--- src/hdl/bit_field_buffer_store_assert.svh ---
// Assertion macros for the RTL of the bit field buffer store; bfbs_back includes them.
`ifndef BIT_FIELD_BUFFER_STORE_ASSERT_SVH
`define BIT_FIELD_BUFFER_STORE_ASSERT_SVH

// The expression holds at every clock edge outside reset.
`define BFBS_ASSERT_ALWAYS(lbl, expr, msg) \
  lbl: assert property (@(posedge clk_i) disable iff (!rst_ni) (expr)) else $error(msg);

// The consequent holds in the same cycle as the antecedent.
`define BFBS_ASSERT_IMPLIES(lbl, ante, cons, msg) \
  lbl: assert property (@(posedge clk_i) disable iff (!rst_ni) (ante) |-> (cons)) \
    else $error(msg);

// The consequent holds in the cycle after the antecedent.
`define BFBS_ASSERT_NEXT(lbl, ante, cons, msg) \
  lbl: assert property (@(posedge clk_i) disable iff (!rst_ni) (ante) |=> (cons)) \
    else $error(msg);

`endif

--- src/hdl/bfbs_pkg.sv ---
package bfbs_pkg;

  localparam int unsigned CapacityBytes = 256;
  localparam int unsigned CapacityBits  = CapacityBytes * 8;
  localparam int unsigned MaxFieldBits  = 32;
  localparam int unsigned WordBits      = 32;
  localparam int unsigned NumWords      = CapacityBytes / 4;
  localparam int unsigned ByteIdxW      = $clog2(CapacityBytes);
  localparam int unsigned WordIdxW      = $clog2(NumWords);
  localparam int unsigned BankAddrW     = WordIdxW - 1;
  localparam int unsigned BankDepth     = NumWords / 2;
  localparam int unsigned QueueDepth    = 2;
  localparam int unsigned QPtrW         = $clog2(QueueDepth);
  localparam int unsigned QCntW         = $clog2(QueueDepth + 1);

  localparam logic [2:0] CmdRead    = 3'd0;
  localparam logic [2:0] CmdPeek    = 3'd1;
  localparam logic [2:0] CmdReadBit = 3'd2;
  localparam logic [2:0] CmdWrite   = 3'd3;
  localparam logic [2:0] CmdResize  = 3'd4;
  localparam logic [2:0] CmdClear   = 3'd5;
  localparam logic [2:0] CmdReset   = 3'd6;

  typedef struct packed {
    logic [2:0]  command;
    logic [15:0] position;
    logic [5:0]  field_length;
    logic [31:0] write_value;
    logic [11:0] new_length;
  } item_t;

  typedef struct packed {
    logic [31:0] read_value;
    logic [16:0] next_position;
    logic [11:0] length_bits;
    logic [11:0] write_end_bits;
    logic        status;
  } res_t;

  typedef struct packed {
    logic [2:0]          command;
    logic [15:0]         position;
    logic [5:0]          n;
    logic [31:0]         write_value;
    logic [16:0]         end_pos;
    logic [11:0]         new_len;
    logic [ByteIdxW:0]   new_bytes;
    logic                fail;
  } op_t;

endpackage

--- src/hdl/bfbs_front.sv ---
module bfbs_front (
  input  bfbs_pkg::item_t item_i,
  output bfbs_pkg::op_t   op_o
);
  import bfbs_pkg::*;

  logic [5:0]  n_sat;
  logic [16:0] end_pos;
  logic [16:0] end_rnd;
  logic [12:0] nl_rnd;

  always_comb begin
    n_sat = (item_i.field_length > 6'(MaxFieldBits)) ? 6'(MaxFieldBits)
                                                      : item_i.field_length;
    if (item_i.command == CmdReadBit) begin
      n_sat = 6'd1;
    end
    end_pos = 17'(item_i.position) + 17'(n_sat);
    end_rnd = end_pos + 17'd7;
    nl_rnd  = 13'(item_i.new_length) + 13'd7;

    op_o.command     = item_i.command;
    op_o.position    = item_i.position;
    op_o.n           = n_sat;
    op_o.write_value = item_i.write_value;
    op_o.end_pos     = end_pos;
    op_o.new_len     = item_i.new_length;
    op_o.new_bytes   = nl_rnd[ByteIdxW+3:3];
    op_o.fail        = 1'b0;
    case (item_i.command)
      CmdWrite: begin
        op_o.new_len   = end_pos[11:0];
        op_o.new_bytes = end_rnd[ByteIdxW+3:3];
        op_o.fail      = end_pos > 17'(CapacityBits);
      end
      CmdResize: begin
        op_o.fail = item_i.new_length > 12'(CapacityBits);
      end
      default: begin
      end
    endcase
  end

endmodule

--- config.mk ---
export PLATFORM = sky130hd
export DESIGN_NAME = bfbs_front
export DESIGN_NICKNAME = d
export VERILOG_FILES = /design/src/hdl/bit_field_buffer_store_assert.svh /design/src/hdl/bfbs_pkg.sv /design/src/hdl/bfbs_front.sv
export SDC_FILE = /design/constraint.sdc
export NUM_CORES = 1
export LEC_CHECK = 0
export ABC_AREA = 1
export ABC_CLOCK_PERIOD_IN_PS = 2300
export BUFFER_PORTS_ARGS = -buffer_cell sky130_fd_sc_hd__buf_4
export CORE_UTILIZATION = 34
export DETAILED_ROUTE_END_ITERATION = 8
export PLACE_DENSITY = 0.81
export SYNTH_ARGS = -nofsm -noshare
export SYNTH_HDL_FRONTEND = slang
export SYNTH_SLANG_ARGS = --single-unit
--- constraint.sdc ---
create_clock -name vclk -period 2.3
set_input_delay 0 -clock vclk [all_inputs]
set_output_delay 0 -clock vclk [all_outputs]
set_load 0.005 [all_outputs]
==> results.json <==
{
  "vias_per_cell": 4.88,
  "arrival_ns": 2.75,
  "drc_errors": 0,
  "max_cap_violations": 0,
  "fin_crit_sh_pct": 120,
  "fin_ws_ns": -0.450,
  "tightest_slew_ns": 0.478,
  "synth-seq-area-share_pct": 0,
  "yosys.area.top_type": "buf_4",
  "place_congestion": 0.824,
  "yosys_warnings": 0,
  "syn_inst": 304,
  "nClkBuffers": 0,
  "start_util_pct": 36.5,
  "grt.total_usage_pct": 19.2,
  "critPathCaptureType": "output pin",
  "slew_headroom_pct": 68.1,
  "critPathRequiredTime_ns": 2.30,
  "wl_per_cell_um": 12.7,
  "n_sequential_cell": 0,
  "period_minus_slack_ns": 2.75,
  "drtPass1Iterations": 4,
  "grt_pass1_wl_um": 8240,
  "ioPinCount": 165,
  "synth_top_area_share_pct": 23.3,
  "nNetsFinal": 495,
  "grt_pass1_vias": 2069,
  "dp_hpwl_um": 4270,
  "finalSetupViolCount": 18,
  "yosys-top-cells-count": "86 x nand2_1, 51 x buf_4, 46 x inv_1, 31 x nand3_1, 20 x nor2_1",
  "drv_slew": 0,
  "portBuffers": 101,
  "p_per_area_mw_per_mm2": 235,
  "register_area_um2": 0,
  "total_power_w": 0.000699,
  "min_path_type": "in -> out",
  "hold_violations": 0,
  "setup_tns_ns": -5.08,
  "design.core.area_mm2": 0.00450,
  "status": "finished, violations left",
  "max_freq_mhz": 364,
  "irDropWorstVdd_mv": 0.149,
  "worstPathMaxFanout": 3,
  "start_kind": "input port",
  "syn_avg_cell_area_um2": 5.41,
  "core.rowCount": 24,
  "crit_type": "in -> out",
  "synth_most_common_cell": "nand2_1",
  "fillCellCount": 390,
  "antenna_found_initial": 0,
  "violations": "negative setup slack",
  "whs_ns": 0.00000199,
  "syn_nets": 380,
  "diodes": 0,
  "drtIter0Drc": 105,
  "rsz0062_at_grt": "true",
  "layout-drive-gt1-share_pct": 59.2,
  "leakage_nw": 1.66,
  "hold_buffers": 0,
  "grt_max_degree": 14,
  "postRouteAntennaNets": 0,
  "grt_overflow": 0,
  "die_h_um": 71.5,
  "wirelength_um": 5940,
  "synth_cell_types": 31,
  "vias": 2288,
  "syn_area_mm2": 0.00164,
  "area_growth_pct": 80.8,
  "netlist_top_cells_area": "buf_4 23%, nand2_1 20%, inv_1 11%",
  "die-area_mm2": 0.00512,
  "die_w_um": 71.5
}
## metal layers
layer	part of all wire [%]	wire [um]	up-vias	track usage, %
met1	38	2270	1052	21.8
met2	54	3200	88	37.9
li1	-	-	1130	-
met3	5.8	342	18	2.25
met5	0	0	-	0
met4	2.3	138	0	4.36
## worst paths after layout
| kind | startpoint | endpoint | slack [ns] | cells after the start |
|---|---|---|---|---|
| setup / recovery | item_i[44] | op_o[5] | -0.45 | 20 |
| hold / removal | item_i[36] | op_o[63] | 0.000002 | 0 |
## cell usage in the layout (no fill, tap or decap), types with 2 or more instances in the layout
cell type,count
buf_4,141
nand2_1,67
inv_1,39
buf_6,25
nand3_1,24
nand2_2,20
nor2_1,14
nand2_4,9
inv_2,7
nand3_2,7
nor3_1,6
nor2_4,5
o21ai_2,5
nand4_1,4
nand3_4,4
xor2_1,4
ha_4,4
or2_4,3
nor2_2,3
nand3b_1,3
a21oi_2,3
o21ai_0,2
or2_2,2
nor4_1,2
ha_1,2
## stage by stage
step	worst slack (ns)	util, %	instances	cell area (um^2)
after floorplan	0.0479	-	304	1660
after CTS	-0.252	59.4	462	2680
after detailed placement	-0.338	54.7	454	2460
after global routing	-0.619	66.0	469	2970
after global placement	-0.265	54.7	454	2460
final	-0.450	66.0	469	2970
## critical path, cell delays in order
cell     delay (ns)
buf_6          0.09
or2_4          0.25
o41ai_4        0.32
nand2_1        0.13
nand2_2        0.12
ha_4           0.14
inv_2          0.03
fa_2           0.36
buf_6          0.14
xor2_1         0.13
nand2_1        0.09
nand2_2        0.08
nand3_4        0.10
nand2_4        0.07
nor2_8         0.13
nand2_4        0.08
buf_6          0.13
nor2_4         0.08
xor2_1         0.14
buf_4          0.13
## timing repair
action	CTS	global route
buffers inserted	9	13
endpoints found under the setup margin	17	26
pin swaps	21	23
gates resized for setup	38	61
## report_power, final
group | internal, W | switching [W] | total [W]
clock network | 0 | 0 | 0
registers | 0 | 0 | 0
logic | 0.000379 | 0.000319 | 0.000699
## layout make-up
type | instances | area [um^2] | share of cell area (%)
multi-input combinational | 204 | 1390 | 46.7
timing repair buffer | 166 | 1340 | 45.1
tap | 52 | 65.1 | 2.19
inverter | 47 | 179 | 6.02
## cell families (layout without fill, tap and decap cells)
| kind of cell | Yosys count | after routing | share of synthesized area (%) |
|---|---|---|---|
| and+or+nand+nor | 178 | 178 | 51.8 |
| buffers and inverters | 100 | 213 | 34.6 |
| AOI/OAI and AO/OA | 14 | 14 | 5.17 |
| adders and majority gates | 7 | 7 | 5.78 |
| xor gates and xnor gates | 5 | 5 | 2.66 |
No activity file was read; power rests on OpenSTA's default activity.
