## src/hdl/bit_field_buffer_store_assert.svh

```systemverilog
// Assertion macros for the RTL of the bit field buffer store; bfbs_back includes them.
`ifndef BIT_FIELD_BUFFER_STORE_ASSERT_SVH
`define BIT_FIELD_BUFFER_STORE_ASSERT_SVH

// The expression holds at every clock edge outside reset.
`define BFBS_ASSERT_ALWAYS(lbl, expr, msg) \
  lbl: assert property (@(posedge clk_i) disable iff (!rst_ni) (expr)) else $error(msg);

// The consequent holds in the same cycle as the antecedent.
`define BFBS_ASSERT_IMPLIES(lbl, ante, cons, msg) \
  lbl: assert property (@(posedge clk_i) disable iff (!rst_ni) (ante) |-> (cons)) \
    else $error(msg);

// The consequent holds in the cycle after the antecedent.
`define BFBS_ASSERT_NEXT(lbl, ante, cons, msg) \
  lbl: assert property (@(posedge clk_i) disable iff (!rst_ni) (ante) |=> (cons)) \
    else $error(msg);

`endif

```

## src/hdl/bfbs_pkg.sv

```systemverilog
package bfbs_pkg;

  localparam int unsigned CapacityBytes = 256;
  localparam int unsigned CapacityBits  = CapacityBytes * 8;
  localparam int unsigned MaxFieldBits  = 32;
  localparam int unsigned WordBits      = 32;
  localparam int unsigned NumWords      = CapacityBytes / 4;
  localparam int unsigned ByteIdxW      = $clog2(CapacityBytes);
  localparam int unsigned WordIdxW      = $clog2(NumWords);
  localparam int unsigned BankAddrW     = WordIdxW - 1;
  localparam int unsigned BankDepth     = NumWords / 2;
  localparam int unsigned QueueDepth    = 2;
  localparam int unsigned QPtrW         = $clog2(QueueDepth);
  localparam int unsigned QCntW         = $clog2(QueueDepth + 1);

  localparam logic [2:0] CmdRead    = 3'd0;
  localparam logic [2:0] CmdPeek    = 3'd1;
  localparam logic [2:0] CmdReadBit = 3'd2;
  localparam logic [2:0] CmdWrite   = 3'd3;
  localparam logic [2:0] CmdResize  = 3'd4;
  localparam logic [2:0] CmdClear   = 3'd5;
  localparam logic [2:0] CmdReset   = 3'd6;

  typedef struct packed {
    logic [2:0]  command;
    logic [15:0] position;
    logic [5:0]  field_length;
    logic [31:0] write_value;
    logic [11:0] new_length;
  } item_t;

  typedef struct packed {
    logic [31:0] read_value;
    logic [16:0] next_position;
    logic [11:0] length_bits;
    logic [11:0] write_end_bits;
    logic        status;
  } res_t;

  typedef struct packed {
    logic [2:0]          command;
    logic [15:0]         position;
    logic [5:0]          n;
    logic [31:0]         write_value;
    logic [16:0]         end_pos;
    logic [11:0]         new_len;
    logic [ByteIdxW:0]   new_bytes;
    logic                fail;
  } op_t;

endpackage

```

## src/hdl/bfbs_queue.sv

```systemverilog
module bfbs_queue (
  input  logic          clk_i,
  input  logic          rst_ni,
  input  logic          push_i,
  input  bfbs_pkg::op_t data_i,
  input  logic          pop_i,
  output bfbs_pkg::op_t data_o,
  output logic          full_o,
  output logic          empty_o
);
  import bfbs_pkg::*;

  op_t              entries_q [QueueDepth];
  logic [QPtrW-1:0] wr_ptr_q, wr_ptr_d;
  logic [QPtrW-1:0] rd_ptr_q, rd_ptr_d;
  logic [QCntW-1:0] count_q, count_d;

  assign full_o  = count_q == QCntW'(QueueDepth);
  assign empty_o = count_q == '0;
  assign data_o  = entries_q[rd_ptr_q];

  always_comb begin
    wr_ptr_d = push_i ? wr_ptr_q + QPtrW'(1) : wr_ptr_q;
    rd_ptr_d = pop_i ? rd_ptr_q + QPtrW'(1) : rd_ptr_q;
    count_d  = count_q;
    if (push_i && !pop_i) begin
      count_d = count_q + QCntW'(1);
    end else if (pop_i && !push_i) begin
      count_d = count_q - QCntW'(1);
    end
  end

  always_ff @(posedge clk_i or negedge rst_ni) begin
    if (!rst_ni) begin
      wr_ptr_q <= '0;
      rd_ptr_q <= '0;
      count_q  <= '0;
    end else begin
      wr_ptr_q <= wr_ptr_d;
      rd_ptr_q <= rd_ptr_d;
      count_q  <= count_d;
    end
  end

  always_ff @(posedge clk_i) begin
    if (push_i) begin
      entries_q[wr_ptr_q] <= data_i;
    end
  end

endmodule

```

## config.mk

```make
export PLATFORM = sky130hd
export DESIGN_NAME = bfbs_queue
export DESIGN_NICKNAME = d
export VERILOG_FILES = /design/src/hdl/bit_field_buffer_store_assert.svh /design/src/hdl/bfbs_pkg.sv /design/src/hdl/bfbs_queue.sv
export SDC_FILE = /design/constraint.sdc
export NUM_CORES = 1
export LEC_CHECK = 0
export BUFFER_PORTS_ARGS = -buffer_cell sky130_fd_sc_hd__buf_2
export CORE_ASPECT_RATIO = 1.4
export CORE_MARGIN = 4
export CORE_UTILIZATION = 45
export CTS_BUF_LIST = sky130_fd_sc_hd__clkbuf_4
export DETAILED_ROUTE_END_ITERATION = 12
export PLACE_DENSITY_LB_ADDON = 0.15
export SETUP_SLACK_MARGIN = 0.2
export SLEW_MARGIN = 0
export SYNTH_ARGS = -nofsm -noshare
export SYNTH_HDL_FRONTEND = slang
export SYNTH_SLANG_ARGS = --single-unit
```

## constraint.sdc

```tcl
create_clock -name clk_i -period 13.7 [get_ports clk_i]
set_clock_uncertainty 0.2 [all_clocks]
set_input_delay 0 -clock clk_i [delete_from_list [all_inputs] [get_ports clk_i]]
set_output_delay 0 -clock clk_i [all_outputs]
set_load 0.05 [all_outputs]
```

==> flow_summary.json, run 1 <==
{
  "holdBufCountCts": 148,
  "yosys_warnings": 0,
  "status": "aborted with a tool error",
  "synth.distinct_cells": 13,
  "cts_buffer_depth": 2,
  "netlist_area_um2": 7230,
  "synth_edf_count": 192,
  "die_h_um": 158,
  "syn_area_per_cell_um2": 23.0,
  "cts_sinks": 196,
  "synth_top_area_share_pct": 79.7,
  "dpl.hpwl_mm": 9.08,
  "cts_buffers": 17,
  "initial_core_util_pct": 46.1,
  "rows": 54,
  "cts_root_buf": "clkbuf_4",
  "dieWidth_um": 115,
  "synth_seq_cells": 196,
  "synthCells": 315,
  "cts_max_level": 4,
  "async_reset_ff_share_pct": 2.04,
  "syn_nets": 416,
  "lastStage": "clock tree synthesis",
  "portBuffers": 197,
  "cts_setup_buffers": 0,
  "ios": 198,
  "synth_area_leaders": "edfxtp_1 80%, mux2_2 10%, mux2_4 6.2%, dfrtp_1 1.4%, buf_6 0.78%",
  "place_congestion": 0.729,
  "synth.largest_area_cell": "edfxtp_1",
  "error": "[ERROR RSZ-0060] Max buffer count reached.",
  "synth_ff_type": "edfxtp_1",
  "ys_seq_area_share_pct": 81.1,
  "post_cts_resized": 0
}
-- metrics by stage --
step | setup WS (ps) | instance area [µm²] | cells | hold slack, ps
floorplan | 8280 | 7230 | 315 | -496
global placement | 11170 | 8420 | 701 | -391
detailed placement | 11170 | 8420 | 701 | -386
-- cells in the mapped netlist (2+ instances only) --
master,count
mux2_4,30
xor2_1,4
buf_6,5
dfrtp_1,4
edfxtp_1,192
mux2_2,66
nor2b_1,2
nor2_1,2
buf_2,6
-- kinds of logic after synthesis --
family	count (synthesis)	share of synthesized area, %
XOR/XNOR	5	0.606
adder cells (fa/ha/maj)	1	0.173
buffers and inverters	12	1.25
flip-flops	196	81.1
multiplexers	96	16.5
AND/OR/NAND/NOR	5	0.363
==> run 2, diff against run 1 <==
Settings changed: CORE_ASPECT_RATIO 1.4 to unset, CORE_UTILIZATION 45 to 30, CTS_BUF_LIST sky130_fd_sc_hd__clkbuf_4 to unset, SETUP_SLACK_MARGIN 0.2 to unset.
==> run 2 against run 1 <==
  * The run now ends clean
  * Synthesized area unchanged
  * Synthesized cell count unchanged
==> flow_summary.json, run 2 <==
{
  "antenna_found_initial": 0,
  "hold_class": "in -> reg",
  "yosys_warnings": 0,
  "drive_gt1_share_pct": 51.5,
  "cp-end-kind": "output port",
  "cp_max_fo": 60,
  "detail_route.wl_per_cell_um": 15.6,
  "reg2reg_slack_ps": 11310,
  "synth_seq_cells": 196,
  "worstSkewPairLatency_ps": 410,
  "worst_ep_arrival_time_ps": 2790,
  "cts_buffer_depth": 2,
  "grt_usage_pct": 11.6,
  "critPathRequiredTime_ps": 13500,
  "portBuffers": 197,
  "cts_root_buf": "clkbuf_16",
  "reg2reg_from": "wr_ptr_q",
  "critPathKind": "reg -> out",
  "finalMaxSlewViolations": 0,
  "core-area_um2": 23600,
  "netlist_area_um2": 7230,
  "layout_common_cells": "197 x buf_2, 192 x edfxtp_1, 100 x dlygate4sd3_1",
  "grt-ovfl-total": 0,
  "setup_violations": 0,
  "synth_top_area_share_pct": 79.7,
  "utilization_pct": 43.1,
  "synthCells": 315,
  "tightestPinTransition_ps": 894,
  "dr_total_vias": 3918,
  "synth.largest_area_cell": "edfxtp_1",
  "totalWireLength_mm": 14.9,
  "rr_endpoint": "entries_q[0][29]",
  "hold_violations": 0,
  "antenna_cells": 0,
  "async_reset_ff_share_pct": 2.04,
  "dieWidth_um": 163,
  "worstHoldStart": "data_i[86]",
  "whs_endpoint": "entries_q[0][86]",
  "synth_ff_type": "edfxtp_1",
  "die_h_um": 163,
  "holdBufCountCts": 100,
  "wl_met3_mm": 1.17,
  "cp-start-kind": "flop",
  "cts_sinks": 196,
  "worst_r2r_path_depth": 3,
  "top_register": "entries_q",
  "dpl.hpwl_mm": 9.40,
  "top_layer_used": "met4",
  "place_congestion": 0.692,
  "synth_edf_count": 192,
  "largest_register_ffs": 192,
  "ys_seq_area_share_pct": 81.1,
  "p_per_area_nw_per_um2": 224,
  "holdPathStages": 2,
  "synth_area_leaders": "edfxtp_1 80%, mux2_2 10%, mux2_4 6.2%, dfrtp_1 1.4%, buf_6 0.78%",
  "cts_setup_buffers": 0,
  "ant_nets": 0,
  "cts_max_level": 4,
  "syn2layout_area_growth_pct": 40.8,
  "first_iter_violations": 130,
  "layout_commonest_cell": "buf_2",
  "power.leakage_nw": 3.91,
  "rows": 56,
  "synth_common_cells": "192 x edfxtp_1, 66 x mux2_2, 30 x mux2_4, 6 x buf_2, 5 x buf_6",
  "wl_met1_mm": 6.28,
  "setup_tns_ps": 0,
  "ios": 198,
  "status": "completed",
  "viasPerCell": 4.10,
  "path_clk_slew_ps": 70,
  "syn_area_per_cell_um2": 23.0,
  "dieArea_um2": 26700,
  "cts_buffers": 17,
  "wl_met2_mm": 7.33,
  "cap_viol_max_count": 0,
  "yosysMostFrequentCell": "edfxtp_1",
  "period_share_pct": 21.8,
  "post_cts_resized": 0,
  "synth.distinct_cells": 13,
  "vdd_drop_max_mv": 0.0893,
  "syn_nets": 416,
  "crit_start": "rd_ptr_q",
  "drc": 0,
  "grt_pass1_vias": 4387,
  "initial_core_util_pct": 30.6,
  "grt_pass1_wl_mm": 23.4,
  "fin_nets": 725,
  "cts_tree": "done",
  "fin_crit_ps": 2990,
  "rsz0062_at_grt": "false",
  "slew-limit-headroom_pct": 40.4,
  "clock.fmax_mhz": 334,
  "top_regs": "entries_q (192), count_q (2)",
  "dr.pass1.iters": 4,
  "grt_max_degree": 61
}
## run 2: cell counts after synthesis
Identical to the previous run, type by type.
## run 2: worst max path at each step
stage / to / slack [ps]
after floorplan: entries_q[0][0] / 8280
after global routing: data_o[1] / 10520
final: data_o[1] / 10710
after CTS: data_o[1] / 10580
after detailed placement: data_o[1] / 11050
after global placement: data_o[90] / 11080
## run 2: where the power goes
part	leakage [nW]	total [W]	internal, W	switching, W
combinational	1.77	0.000915	0.000273	0.000642
sequential	1.85	0.000851	0.000796	0.0000545
clock	0.293	0.000514	0.000293	0.000221
total	3.91	0.00228	0.00136	0.000917
## run 2: cell families (layout without fill, tap and decap cells)
group	after synthesis	in the layout	synth area share, %
xor gates and xnor gates	5	5	0.606
adders and majority gates	1	1	0.173
buffers and inverters	12	334	1.25
DFF	196	196	81.1
muxes	96	96	16.5
and+or+nand+nor	5	5	0.363
## run 2: layer usage
| metal | GRT usage (%) | vias up |
|---|---|---|
| li1 | - | 1869 |
| met1 | 13.8 | 1914 |
| met2 | 19.0 | 124 |
| met3 | 4.82 | 11 |
| met4 | 3.77 | 0 |
| met5 | 0 | - |
## run 2: cell type report
type                       instances  area (µm²)
clock buffer                      20         437
inverter                           1        3.75
clock inverter                    12         170
multi-input combinational        107        1290
fill                            2142       13400
timing repair buffer             301        2020
sequential                       196        5870
tap                              319         399
## run 2: through the flow
step | hold slack (ps) | area [µm²] | total power [W] | instances | worst slack, ps
detailed placement | -384 | 8570 | 0.00178 | 824 | 11050
floorplan | -496 | 7230 | 0.00159 | 315 | 8280
global placement | -387 | 8570 | 0.00177 | 824 | 11080
global route | 74.7 | 10200 | 0.00239 | 956 | 10520
CTS | 63.1 | 10200 | 0.00232 | 956 | 10580
finish | 100 | 10200 | 0.00228 | 956 | 10710
## run 2: worst max-delay path: stages (launching register included)
cell	delay [ps]
dfrtp_4	860
buf_4	800
mux2_2	440
buf_2	220
Note: power is estimated with default switching activity, not from simulation.
